$ cat config.mk
export PLATFORM = sky130hd
export DESIGN_NAME = midpoint_circle_rasterizer_top
export DESIGN_NICKNAME = d
export VERILOG_FILES = /design/src/hdl/mcr_pkg.sv /design/src/hdl/mcr_isqrt.sv /design/src/hdl/mcr_ctrl.sv /design/src/hdl/mcr_dp.sv /design/src/hdl/midpoint_circle_rasterizer_top.sv
export SDC_FILE = /design/constraint.sdc
export NUM_CORES = 1
export LEC_CHECK = 0
export BUFFER_PORTS_ARGS = -buffer_cell sky130_fd_sc_hd__buf_2
export CORE_UTILIZATION = 49
export DETAILED_ROUTE_END_ITERATION = 16
export GPL_ROUTABILITY_DRIVEN = 0
export GPL_TIMING_DRIVEN = 0
export HOLD_SLACK_MARGIN = 0.1
export PLACE_DENSITY_LB_ADDON = 0.25
export REMOVE_ABC_BUFFERS = 1
export SLEW_MARGIN = 0
export SYNTH_ARGS = -nofsm -noshare
export SYNTH_HDL_FRONTEND = slang
export SYNTH_SLANG_ARGS = --single-unit
$ cat constraint.sdc
create_clock -name clk_i -period 9.5 [get_ports clk_i]
set_input_delay 2.375 -clock clk_i [delete_from_list [all_inputs] [get_ports clk_i]]
set_output_delay 2.375 -clock clk_i [all_outputs]
set_load 0.01 [all_outputs]
$ cat src/hdl/mcr_pkg.sv
// Shared types and constants for the midpoint circle rasterizer.
// Used by the controller, the datapath and the top level; no dependencies.
package mcr_pkg;

  // Result count cap per circle and its counter width
  localparam int MAX_RESULTS = 64;
  localparam int CNT_BITS    = $clog2(MAX_RESULTS);

  // Squared distance below this marks a center-only circle (radius below 3)
  localparam int SMALL_DSQ = 9;

  // Decision variable constants of the midpoint recurrence
  localparam int DEC_INIT = 3;
  localparam int DEC_DIAG = 10;
  localparam int DEC_AXIS = 6;

  // Commands from controller to datapath
  typedef struct packed {
    logic capture;      // latch input transaction
    logic square;       // square the axis distances
    logic sum;          // add the squares
    logic root_start;   // launch the square root unit
    logic init;         // load x, y, d from the radius
    logic load_step;    // register a result and advance one step
    logic load_single;  // register the center-only result
  } mcr_cmd_t;

  // Status from datapath to controller
  typedef struct packed {
    logic center_only;  // squared distance below threshold
    logic root_done;    // square root result valid
    logic last;         // registered result is the final one
  } mcr_sts_t;

endpackage

$ cat src/hdl/mcr_isqrt.sv
// Iterative integer square root (floor), one result bit per cycle.
// Standalone unit; no package dependency.
module mcr_isqrt #(
  parameter int W = 25
) (
  input  logic         clk_i,
  input  logic         rst_ni,
  input  logic         start_i,
  input  logic [W-1:0] value_i,
  output logic [W-1:0] root_o,
  output logic         done_o
);

  localparam int ITER  = (W + 1) / 2;
  localparam int CNT_W = $clog2(ITER + 1);
  localparam logic [W-1:0] TOP_BIT = W'(1) << (2 * (ITER - 1));

  logic [W-1:0]     v_q, v_d;
  logic [W-1:0]     res_q, res_d;
  logic [W-1:0]     bit_q, bit_d;
  logic [W:0]       trial;
  logic [CNT_W-1:0] cnt_q, cnt_d;
  logic             busy_q, busy_d;
  logic             done_q, done_d;

  assign trial = {1'b0, res_q} + {1'b0, bit_q};

  // one bit pair per cycle
  always_comb begin
    v_d    = v_q;
    res_d  = res_q;
    bit_d  = bit_q;
    cnt_d  = cnt_q;
    busy_d = busy_q;
    done_d = done_q;
    if (start_i) begin
      v_d    = value_i;
      res_d  = '0;
      bit_d  = TOP_BIT;
      cnt_d  = CNT_W'(ITER);
      busy_d = 1'b1;
      done_d = 1'b0;
    end else if (busy_q) begin
      if ({1'b0, v_q} >= trial) begin
        v_d   = v_q - trial[W-1:0];
        res_d = (res_q >> 1) + bit_q;
      end else begin
        res_d = res_q >> 1;
      end
      bit_d = bit_q >> 2;
      cnt_d = cnt_q - CNT_W'(1);
      if (cnt_q == CNT_W'(1)) begin
        busy_d = 1'b0;
        done_d = 1'b1;
      end
    end
  end

  // control state
  always_ff @(posedge clk_i or negedge rst_ni) begin
    if (!rst_ni) begin
      busy_q <= 1'b0;
      done_q <= 1'b0;
      cnt_q  <= '0;
    end else begin
      busy_q <= busy_d;
      done_q <= done_d;
      cnt_q  <= cnt_d;
    end
  end

  // working registers
  always_ff @(posedge clk_i) begin
    v_q   <= v_d;
    res_q <= res_d;
    bit_q <= bit_d;
  end

  assign root_o = res_q;
  assign done_o = done_q;

endmodule

$ cat src/hdl/mcr_ctrl.sv
// Controller state machine for the circle rasterizer.
// Depends on mcr_pkg for the command and status structs.
module mcr_ctrl
  import mcr_pkg::*;
(
  input  logic     clk_i,
  input  logic     rst_ni,
  input  logic     in_valid_i,
  output logic     in_stall_o,
  output logic     out_valid_o,
  input  logic     out_stall_i,
  input  mcr_sts_t sts_i,
  output mcr_cmd_t cmd_o
);

  localparam logic [2:0] S_IDLE   = 3'd0;
  localparam logic [2:0] S_SQUARE = 3'd1;
  localparam logic [2:0] S_SUM    = 3'd2;
  localparam logic [2:0] S_CHECK  = 3'd3;
  localparam logic [2:0] S_ROOT   = 3'd4;
  localparam logic [2:0] S_LOAD   = 3'd5;
  localparam logic [2:0] S_EMIT   = 3'd6;

  logic [2:0] state_q, state_d;

  // next state and commands
  always_comb begin
    state_d = state_q;
    cmd_o   = '0;
    case (state_q)
      S_IDLE: begin
        if (in_valid_i) begin
          cmd_o.capture = 1'b1;
          state_d       = S_SQUARE;
        end
      end
      S_SQUARE: begin
        cmd_o.square = 1'b1;
        state_d      = S_SUM;
      end
      S_SUM: begin
        cmd_o.sum = 1'b1;
        state_d   = S_CHECK;
      end
      S_CHECK: begin
        if (sts_i.center_only) begin
          cmd_o.load_single = 1'b1;
          state_d           = S_EMIT;
        end else begin
          cmd_o.root_start = 1'b1;
          state_d          = S_ROOT;
        end
      end
      S_ROOT: begin
        if (sts_i.root_done) begin
          cmd_o.init = 1'b1;
          state_d    = S_LOAD;
        end
      end
      S_LOAD: begin
        cmd_o.load_step = 1'b1;
        state_d         = S_EMIT;
      end
      S_EMIT: begin
        // advance while the taken result was not the final one
        if (!out_stall_i) begin
          if (sts_i.last) begin
            state_d = S_IDLE;
          end else begin
            cmd_o.load_step = 1'b1;
          end
        end
      end
      default: begin
        state_d = S_IDLE;
      end
    endcase
  end

  always_ff @(posedge clk_i or negedge rst_ni) begin
    if (!rst_ni) begin
      state_q <= S_IDLE;
    end else begin
      state_q <= state_d;
    end
  end

  assign in_stall_o  = (state_q != S_IDLE);
  assign out_valid_o = (state_q == S_EMIT);

endmodule

$ cat src/hdl/mcr_dp.sv
// Datapath: distance squaring, radius, midpoint recurrence, result register.
// Depends on mcr_pkg and instantiates mcr_isqrt.
module mcr_dp
  import mcr_pkg::*;
#(
  parameter int COORD_BITS = 12,
  parameter int RADIUS_MAX = 64
) (
  input  logic                           clk_i,
  input  logic                           rst_ni,
  input  mcr_cmd_t                       cmd_i,
  output mcr_sts_t                       sts_o,
  input  logic        [COORD_BITS-1:0]   center_x_i,
  input  logic        [COORD_BITS-1:0]   center_y_i,
  input  logic        [COORD_BITS-1:0]   edge_x_i,
  input  logic        [COORD_BITS-1:0]   edge_y_i,
  output logic signed [COORD_BITS+1:0]   x_plus_a_o,
  output logic signed [COORD_BITS+1:0]   x_minus_a_o,
  output logic signed [COORD_BITS+1:0]   x_plus_b_o,
  output logic signed [COORD_BITS+1:0]   x_minus_b_o,
  output logic signed [COORD_BITS+1:0]   y_plus_a_o,
  output logic signed [COORD_BITS+1:0]   y_minus_a_o,
  output logic signed [COORD_BITS+1:0]   y_plus_b_o,
  output logic signed [COORD_BITS+1:0]   y_minus_b_o,
  output logic                           single_point_o,
  output logic                           clamped_o,
  output logic                           last_o
);

  localparam int OUT_BITS = COORD_BITS + 2;
  localparam int PR_BITS  = 2 * COORD_BITS;
  localparam int SQ_BITS  = 2 * COORD_BITS + 1;
  localparam int RAD_BITS = $clog2(RADIUS_MAX + 2);
  localparam int DEC_BITS = RAD_BITS + 5;

  // input transaction
  logic [COORD_BITS-1:0] cx_q, cy_q, ex_q, ey_q;
  // distances
  logic [COORD_BITS-1:0] adx, ady;
  logic [PR_BITS-1:0]    sqx_q, sqy_q, sqx_d, sqy_d;
  logic [SQ_BITS-1:0]    dsq_q;
  // radius
  logic [SQ_BITS-1:0]    root;
  logic                  root_done;
  logic                  over;
  logic [RAD_BITS-1:0]   rad;
  logic [DEC_BITS-1:0]   d_init;
  // recurrence
  logic [RAD_BITS-1:0]   x_q, y_q, x_nx, y_nx;
  logic [DEC_BITS-1:0]   d_q, d_nx, x_ext, y_ext;
  logic                  d_pos;
  logic [CNT_BITS-1:0]   n_q;
  logic                  clamp_q;
  logic                  last_nx;
  // result register
  logic [OUT_BITS-1:0]   cxe, cye, ae, be;
  logic [OUT_BITS-1:0]   xpa_q, xma_q, xpb_q, xmb_q, ypa_q, yma_q, ypb_q, ymb_q;
  logic                  single_q, clampo_q, last_q;

  // absolute axis distances
  assign adx = (cx_q >= ex_q) ? (cx_q - ex_q) : (ex_q - cx_q);
  assign ady = (cy_q >= ey_q) ? (cy_q - ey_q) : (ey_q - cy_q);
  assign sqx_d = PR_BITS'(adx) * PR_BITS'(adx);
  assign sqy_d = PR_BITS'(ady) * PR_BITS'(ady);

  mcr_isqrt #(
    .W (SQ_BITS)
  ) u_isqrt (
    .clk_i   (clk_i),
    .rst_ni  (rst_ni),
    .start_i (cmd_i.root_start),
    .value_i (dsq_q),
    .root_o  (root),
    .done_o  (root_done)
  );

  // clamp radius and seed the decision variable
  assign over   = root > SQ_BITS'(RADIUS_MAX);
  assign rad    = over ? RAD_BITS'(RADIUS_MAX) : root[RAD_BITS-1:0];
  assign d_init = DEC_BITS'(DEC_INIT) - (DEC_BITS'(rad) << 1);

  // one midpoint step
  assign d_pos = !d_q[DEC_BITS-1] && (d_q != '0);
  assign x_nx  = x_q + RAD_BITS'(1);
  assign y_nx  = d_pos ? (y_q - RAD_BITS'(1)) : y_q;
  assign x_ext = DEC_BITS'(x_nx);
  assign y_ext = DEC_BITS'(y_nx);
  assign d_nx  = d_pos ? (d_q + ((x_ext - y_ext) << 2) + DEC_BITS'(DEC_DIAG))
                       : (d_q + (x_ext << 2) + DEC_BITS'(DEC_AXIS));

  // final result when the octant is done or the cap is reached
  assign last_nx = (y_q < x_q) || (n_q == CNT_BITS'(MAX_RESULTS - 1));

  assign cxe = OUT_BITS'(cx_q);
  assign cye = OUT_BITS'(cy_q);
  assign ae  = OUT_BITS'(x_q);
  assign be  = OUT_BITS'(y_q);

  // payload registers
  always_ff @(posedge clk_i) begin
    if (cmd_i.capture) begin
      cx_q <= center_x_i;
      cy_q <= center_y_i;
      ex_q <= edge_x_i;
      ey_q <= edge_y_i;
    end
    if (cmd_i.square) begin
      sqx_q <= sqx_d;
      sqy_q <= sqy_d;
    end
    if (cmd_i.sum) begin
      dsq_q <= {1'b0, sqx_q} + {1'b0, sqy_q};
    end
    if (cmd_i.init) begin
      x_q     <= '0;
      y_q     <= rad;
      d_q     <= d_init;
      n_q     <= '0;
      clamp_q <= over;
    end
    if (cmd_i.load_step) begin
      xpa_q    <= cxe + ae;
      xma_q    <= cxe - ae;
      xpb_q    <= cxe + be;
      xmb_q    <= cxe - be;
      ypa_q    <= cye + ae;
      yma_q    <= cye - ae;
      ypb_q    <= cye + be;
      ymb_q    <= cye - be;
      single_q <= 1'b0;
      clampo_q <= clamp_q;
      last_q   <= last_nx;
      x_q      <= x_nx;
      y_q      <= y_nx;
      d_q      <= d_nx;
      n_q      <= n_q + CNT_BITS'(1);
    end
    if (cmd_i.load_single) begin
      xpa_q    <= cxe;
      xma_q    <= cxe;
      xpb_q    <= cxe;
      xmb_q    <= cxe;
      ypa_q    <= cye;
      yma_q    <= cye;
      ypb_q    <= cye;
      ymb_q    <= cye;
      single_q <= 1'b1;
      clampo_q <= 1'b0;
      last_q   <= 1'b1;
    end
  end

  assign sts_o.center_only = dsq_q < SQ_BITS'(SMALL_DSQ);
  assign sts_o.root_done   = root_done;
  assign sts_o.last        = last_q;

  assign x_plus_a_o     = $signed(xpa_q);
  assign x_minus_a_o    = $signed(xma_q);
  assign x_plus_b_o     = $signed(xpb_q);
  assign x_minus_b_o    = $signed(xmb_q);
  assign y_plus_a_o     = $signed(ypa_q);
  assign y_minus_a_o    = $signed(yma_q);
  assign y_plus_b_o     = $signed(ypb_q);
  assign y_minus_b_o    = $signed(ymb_q);
  assign single_point_o = single_q;
  assign clamped_o      = clampo_q;
  assign last_o         = last_q;

endmodule

$ cat src/hdl/midpoint_circle_rasterizer_top.sv
// Midpoint circle rasterizer. One transaction (center and edge point) is taken
// while the block is idle. Setup captures the transaction, squares the axis
// distances, sums them and checks for a small radius; then the square root
// unit runs, the recurrence is seeded and the first plot is registered.
// After that one result of eight mirrored points leaves per cycle while the
// output is not stalled; a circle of radius r gives about r/1.41 + 2 results,
// at most 64. A center-only circle skips the square root and the recurrence
// and registers its single result at the small-radius check. The next
// transaction is taken the cycle after the last result is taken.
// Depends on mcr_pkg, mcr_ctrl, mcr_dp and mcr_isqrt.
module midpoint_circle_rasterizer_top
  import mcr_pkg::*;
#(
  parameter int COORD_BITS = 12,
  parameter int RADIUS_MAX = 64
) (
  input  logic                         clk_i,
  input  logic                         rst_ni,
  input  logic                         in_valid_i,
  output logic                         in_stall_o,
  input  logic        [COORD_BITS-1:0] center_x_i,
  input  logic        [COORD_BITS-1:0] center_y_i,
  input  logic        [COORD_BITS-1:0] edge_x_i,
  input  logic        [COORD_BITS-1:0] edge_y_i,
  output logic                         out_valid_o,
  input  logic                         out_stall_i,
  output logic signed [COORD_BITS+1:0] x_plus_a_o,
  output logic signed [COORD_BITS+1:0] x_minus_a_o,
  output logic signed [COORD_BITS+1:0] x_plus_b_o,
  output logic signed [COORD_BITS+1:0] x_minus_b_o,
  output logic signed [COORD_BITS+1:0] y_plus_a_o,
  output logic signed [COORD_BITS+1:0] y_minus_a_o,
  output logic signed [COORD_BITS+1:0] y_plus_b_o,
  output logic signed [COORD_BITS+1:0] y_minus_b_o,
  output logic                         single_point_o,
  output logic                         clamped_o,
  output logic                         last_o
);

  mcr_cmd_t cmd;
  mcr_sts_t sts;

  mcr_ctrl u_ctrl (
    .clk_i       (clk_i),
    .rst_ni      (rst_ni),
    .in_valid_i  (in_valid_i),
    .in_stall_o  (in_stall_o),
    .out_valid_o (out_valid_o),
    .out_stall_i (out_stall_i),
    .sts_i       (sts),
    .cmd_o       (cmd)
  );

  mcr_dp #(
    .COORD_BITS (COORD_BITS),
    .RADIUS_MAX (RADIUS_MAX)
  ) u_dp (
    .clk_i          (clk_i),
    .rst_ni         (rst_ni),
    .cmd_i          (cmd),
    .sts_o          (sts),
    .center_x_i     (center_x_i),
    .center_y_i     (center_y_i),
    .edge_x_i       (edge_x_i),
    .edge_y_i       (edge_y_i),
    .x_plus_a_o     (x_plus_a_o),
    .x_minus_a_o    (x_minus_a_o),
    .x_plus_b_o     (x_plus_b_o),
    .x_minus_b_o    (x_minus_b_o),
    .y_plus_a_o     (y_plus_a_o),
    .y_minus_a_o    (y_minus_a_o),
    .y_plus_b_o     (y_plus_b_o),
    .y_minus_b_o    (y_minus_b_o),
    .single_point_o (single_point_o),
    .clamped_o      (clamped_o),
    .last_o         (last_o)
  );

endmodule
* Yosys cells after proc, flatten, opt, wreduce, memory -nomap -nowiden
Index checks and enable logic that the tools add are counted.
W data, S select, Z words.
** Operators by class
- Mux-type cells :: 60
- $lt $le $gt $ge :: 6
- Equality and inequality tests :: 12
- Reductions and logical operators :: 14
- Add/sub/neg operators :: 26
- $mul :: 2
** Operator list (number)
- $mux W12 :: 21
- $mux W25 :: 4
- $add A12 B7 Y13 :: 4
- $sub A12 B7 Y13 :: 4
- $mul A12 B12 Y24 :: 2
- $sub A12 B12 Y12 :: 4
- $mux W7 :: 6
- $add A25 B25 Y26 :: 1
- $ge A25 B26 Y1 :: 1
- $add A24 B24 Y25 :: 1
- $add A24 B25 Y25 :: 1
- $gt A25 B7 Y1 const B :: 1
- $lt A25 B4 Y1 const B :: 1
- $sub A25 B25 Y25 :: 1
- $ge A12 B12 Y1 :: 2
- $pmux W3 S7 :: 1
- $mux W1 :: 18
- $add A12 B12 Y12 :: 1
- $add A12 B3 Y12 const B :: 1
- $add A12 B4 Y12 const B :: 1
- $add A12 B9 Y12 :: 1
- $mux W3 :: 4
- $mux W6 :: 2
- $reduce_bool A12 Y1 :: 1
- other kinds (25) :: 36
** Storage, ports and cells
- Output and inout bits :: 117
- Input port bits :: 52
- Register bits after elaboration :: 333

* Longest topological paths before layout
- Depth after elaboration :: 8
- Depth in mapped cells :: 33

* Modules after synthesis
A second synthesis with hierarchy kept.
** Second synthesis, totals
- Cells, all modules :: 3026
- Area total of the unflattened synthesis :: 29245.5 µm²
** Modules (own cells, without submodules)
- mcr_dp :: cells each 2351, times used 1, area an instance 23506.3 µm², sequential area each 7517.2 µm²
- mcr_isqrt :: cells each 646, times used 1, area an instance 5479.0 µm², sequential area each 1661.6 µm²
- mcr_ctrl :: cells each 29, times used 1, area an instance 260.2 µm², sequential area each 75.1 µm²

* Worst setup path before layout
No wires, ideal clock.
- Path kind :: register -> register
- From :: register u_dp.cy_q[0]
- To :: register u_dp.sqy_q[22], data pin
- Setup slack :: 2.012 ns
- Path buffers :: 0
- Setup time :: 0.265 ns
- Required time :: 9.235 ns
- Arrival :: 7.222 ns
- Cell stages (with the launch flop) :: 32
- Cells stage by stage :: edfxtp_1 inv_1 ha_1 inv_1 fa_1 a21o_1 a21oi_2 a211oi_2 o32ai_2 mux2_2 o21ai_4 xor2_4 inv_2 or2_1 fa_1 inv_1 fa_1 inv_1 fa_1 inv_1 fa_1 inv_1 fa_1 inv_1 ha_1 nor2b_1 o21ai_0 a21oi_1 o2111ai_1 a311oi_1 or4_1 nand4_1
** Between the ends
- Word-level cells in the longest chain between the ends :: 3
- Elaborated cells between the ends (all ways) :: 5
** Ends and longest elaborated chain
- start, declared :: line mcr_dp.sv:37 : logic [COORD_BITS-1:0] cx_q, cy_q, ex_q, ey_q;
- start signal, assigned :: line mcr_dp.sv:103 : cy_q <= center_y_i;
- $sub A12 B12 Y12 or $ge A12 B12 Y1 (tied branches) :: line mcr_dp.sv:62 : assign ady = (cy_q >= ey_q) ? (cy_q - ey_q) : (ey_q - cy_q);
- $mux W12 (*) :: line mcr_dp.sv:62
- $mul A12 B12 Y24 (*) :: line mcr_dp.sv:64 : assign sqy_d = PR_BITS'(ady) * PR_BITS'(ady);
- net u_dp.sqy_d[22] :: line mcr_dp.sv:40 : logic [PR_BITS-1:0] sqx_q, sqy_q, sqx_d, sqy_d;
- end signal, assigned :: line mcr_dp.sv:109 : sqy_q <= sqy_d;
- end, declared :: line mcr_dp.sv:40
Mark *: on every way through the listed nets, which the timed path passes. The rest lies on a longest branch.
A chain may end at the register's enable or synchronous reset.

* Final worst setup path
- From :: register u_dp.cy_q[0]
- To :: register u_dp.sqy_q[23], data pin
The elaborated chain is that of the path after synthesis.

==> out/results.ini <==
[finish]
nets=3796
areaGrowthSynthToFinish_pct=9.44
fin_cells=4023
fillers=5258
drive_above_1_share_pct=9.33
multiInputGateArea_um2=18500
post-route-util_pct=54.8
seqCellArea_um2=9260

[worst_setup_path]
cp-end-kind=flip-flop
path_max_fanout=13
worstPathRequired_ps=9800
cp-start-kind=flip-flop
cp_data_arrival_time_ps=9110
path_class=flip-flop to flip-flop
slowest_delay_ps=970
slowest_stage=xor2_1

[logic_synthesis]
syn_avg_cell_area_um2=9.55
yosysSeqAreaShare_pct=31.1
synth.largest_area_cell=edfxtp_1
synth_flop_cell=edfxtp_1
synth-seq-cells=326
synth_top_area_share_pct=27.0
yosysWarnings=0
syn-cell-area_um2=29800
synth_edf_count=268
syn_inst=3115
yosys.cell_count.top_type=inv_1
synthArstFlopShare_pct=2.76
ys_top_cells_by_area=edfxtp_1 (27%), ha_1 (15%), fa_1 (12%)
synth_commonest_cells=inv_1 (404), ha_1 (345), nor2_1 (278)
ys_types=94

[placed_design]
dpl.hpwl_um=57600
portBuffers=164
dpl.cell_count=3952
place_ws_ps=652

[clock_network]
ctsLongestPathBuffers=3
cts.reportedPaths.clkPinSlew_ps=60
post-cts-setup-buffers=0
root_buffer=clkbuf_16
cts_max_level=2
cts_num_sinks=326
post_cts_resized=0
cts_inserted_buffers=37
worstSkewPairLatency_ps=570
cts_tree=yes
cts_hold_buf=0

[min_path]
hold_path.class=flip-flop to flip-flop

[grt]
antenna_found_initial=4
grt_max_degree=59
grt_pass1_wl_um=118000
track_usage_pct=23.7
overflow=0
grt_pass1_vias=22500

[floorplan]
core_area_um2=59500
io_pins=169
start_util_pct=50.0
dieArea_um2=61700
die_h_um=248
rows=89
dieWidth_um=248

[route]
drtIter0Drc=1431
wl_per_cell_um=18.2
vias=22800
dr.pass1.iters=5
ant_nets=0
wirelength_um=73400
vias_per_cell=5.67
drc=0

[timing]
worst_pin_slew_ps=1360
rsz0062_at_grt=no
fin_skew_ps=24.7
max_freq_mhz=114
hold_violations=0
max_slew_margin_pct=8.84
fin_ws_ps=695
setup_violations=0
tns_ps=0
layout_min_cycle_time_ps=8800
post-route-period-util_pct=92.7
slew_violations=0

[outcome]
status=complete, no violations

[job]
max-cap-violations=0

[area by class of cell]
type,instances,area share (%)
clock inverters,18,0.576
multi-input cells,2259,56.7
flip-flops and latches,326,28.4
well taps,773,2.97
clock buffers,50,3.15
diodes,2,0.0154
repair buffers,178,3.32
inverters,417,4.81
[cell families after synthesis]
group / after synthesis / synth area share, %
simple gates: 800 / 12.5
fa+ha+maj: 525 / 26.6
xor+xnor: 237 / 7.11
other cells: 1 / 0.0126
mux: 56 / 2.02
compound gates: 637 / 13.6
flops: 326 / 31.1
buf+inv: 533 / 7.02
[cell usage in the layout (no fill, tap or decap), types with 18 or more instances in the layout]
cell,count
nand3_1,57
nor2_1,275
nand2_1,197
nand2b_1,44
inv_1,403
a31oi_1,32
o21ai_0,141
mux2i_1,38
dfxtp_1,49
o21bai_1,23
a21oi_1,194
nor3_1,51
clkbuf_16,38
ha_1,345
or3_1,18
nor2b_1,38
o211ai_1,18
edfxtp_1,268
and3_1,20
o21a_1,19
fa_1,180
a21o_1,48
xor2_1,72
buf_2,164
o31ai_1,31
nand4_1,23
xnor2_1,160
a211oi_1,30
[worst max-delay path: cells and delay by family, from the launching register on]
family          cells  cell delay, ps
buf+inv             6             430
simple gates        1             240
compound gates     10            2320
xor+xnor            2            1130
flops               1             460
fa+ha+maj           8            3630
mux                 1             290
[final timing paths]
check,end,slack (ps),from,cells after the start
hold reg to reg,u_dp.single_point_o$_SDFFE_PP1P_,440,u_dp.single_point_o$_SDFFE_PP1P_,2
hold / removal,u_dp.single_point_o$_SDFFE_PP1P_,440,u_dp.single_point_o$_SDFFE_PP1P_,2
setup / recovery,u_dp.sqy_q[23]$_DFFE_PP_,700,u_dp.cy_q[0]$_DFFE_PP_,28
max in group asynchronous,u_dp.u_isqrt.busy_q$_DFF_PN0_,7630,rst_ni,1
setup reg to reg,u_dp.sqy_q[23]$_DFFE_PP_,700,u_dp.cy_q[0]$_DFFE_PP_,28
min in group asynchronous,u_dp.u_isqrt.cnt_q[0]$_DFFE_PN0P_,1650,rst_ni,1
[sequential cells by signal (all words and copies together), names as in the netlist, 13 cells and up]
register             count
u_dp.u_isqrt.v_q        25
u_dp.y_minus_a_o        13
u_dp.sqy_q              23
u_dp.dsq_q              25
u_dp.y_minus_b_o        13
u_dp.sqx_q              23
u_dp.x_minus_a_o        13
u_dp.u_isqrt.bit_q      13
u_dp.x_minus_b_o        13
u_dp.u_isqrt.root_o     25
[metal layers]
| layer | vias to the layer above | track usage (%) | part of all wire [%] |
|---|---|---|---|
| met5 | - | 0 | 0.014 |
| met4 | 2 | 7.63 | 2.5 |
| met3 | 101 | 3.00 | 6.1 |
| met2 | 712 | 39.1 | 47 |
| met1 | 11100 | 32.4 | 44 |
| li1 | 10900 | - | - |
[per-stage QoR]
step	hold WS, ps	instance area [µm²]
5_1_grt	460	32600
2_1_floorplan	463	29200
6_report	443	32600
4_1_cts	446	32500
3_5_place_dp	435	31300
3_3_place_gp	432	31000
Power is not shown: default switching activity piles up to over one toggle a cycle in this logic, so the estimate is an artifact.
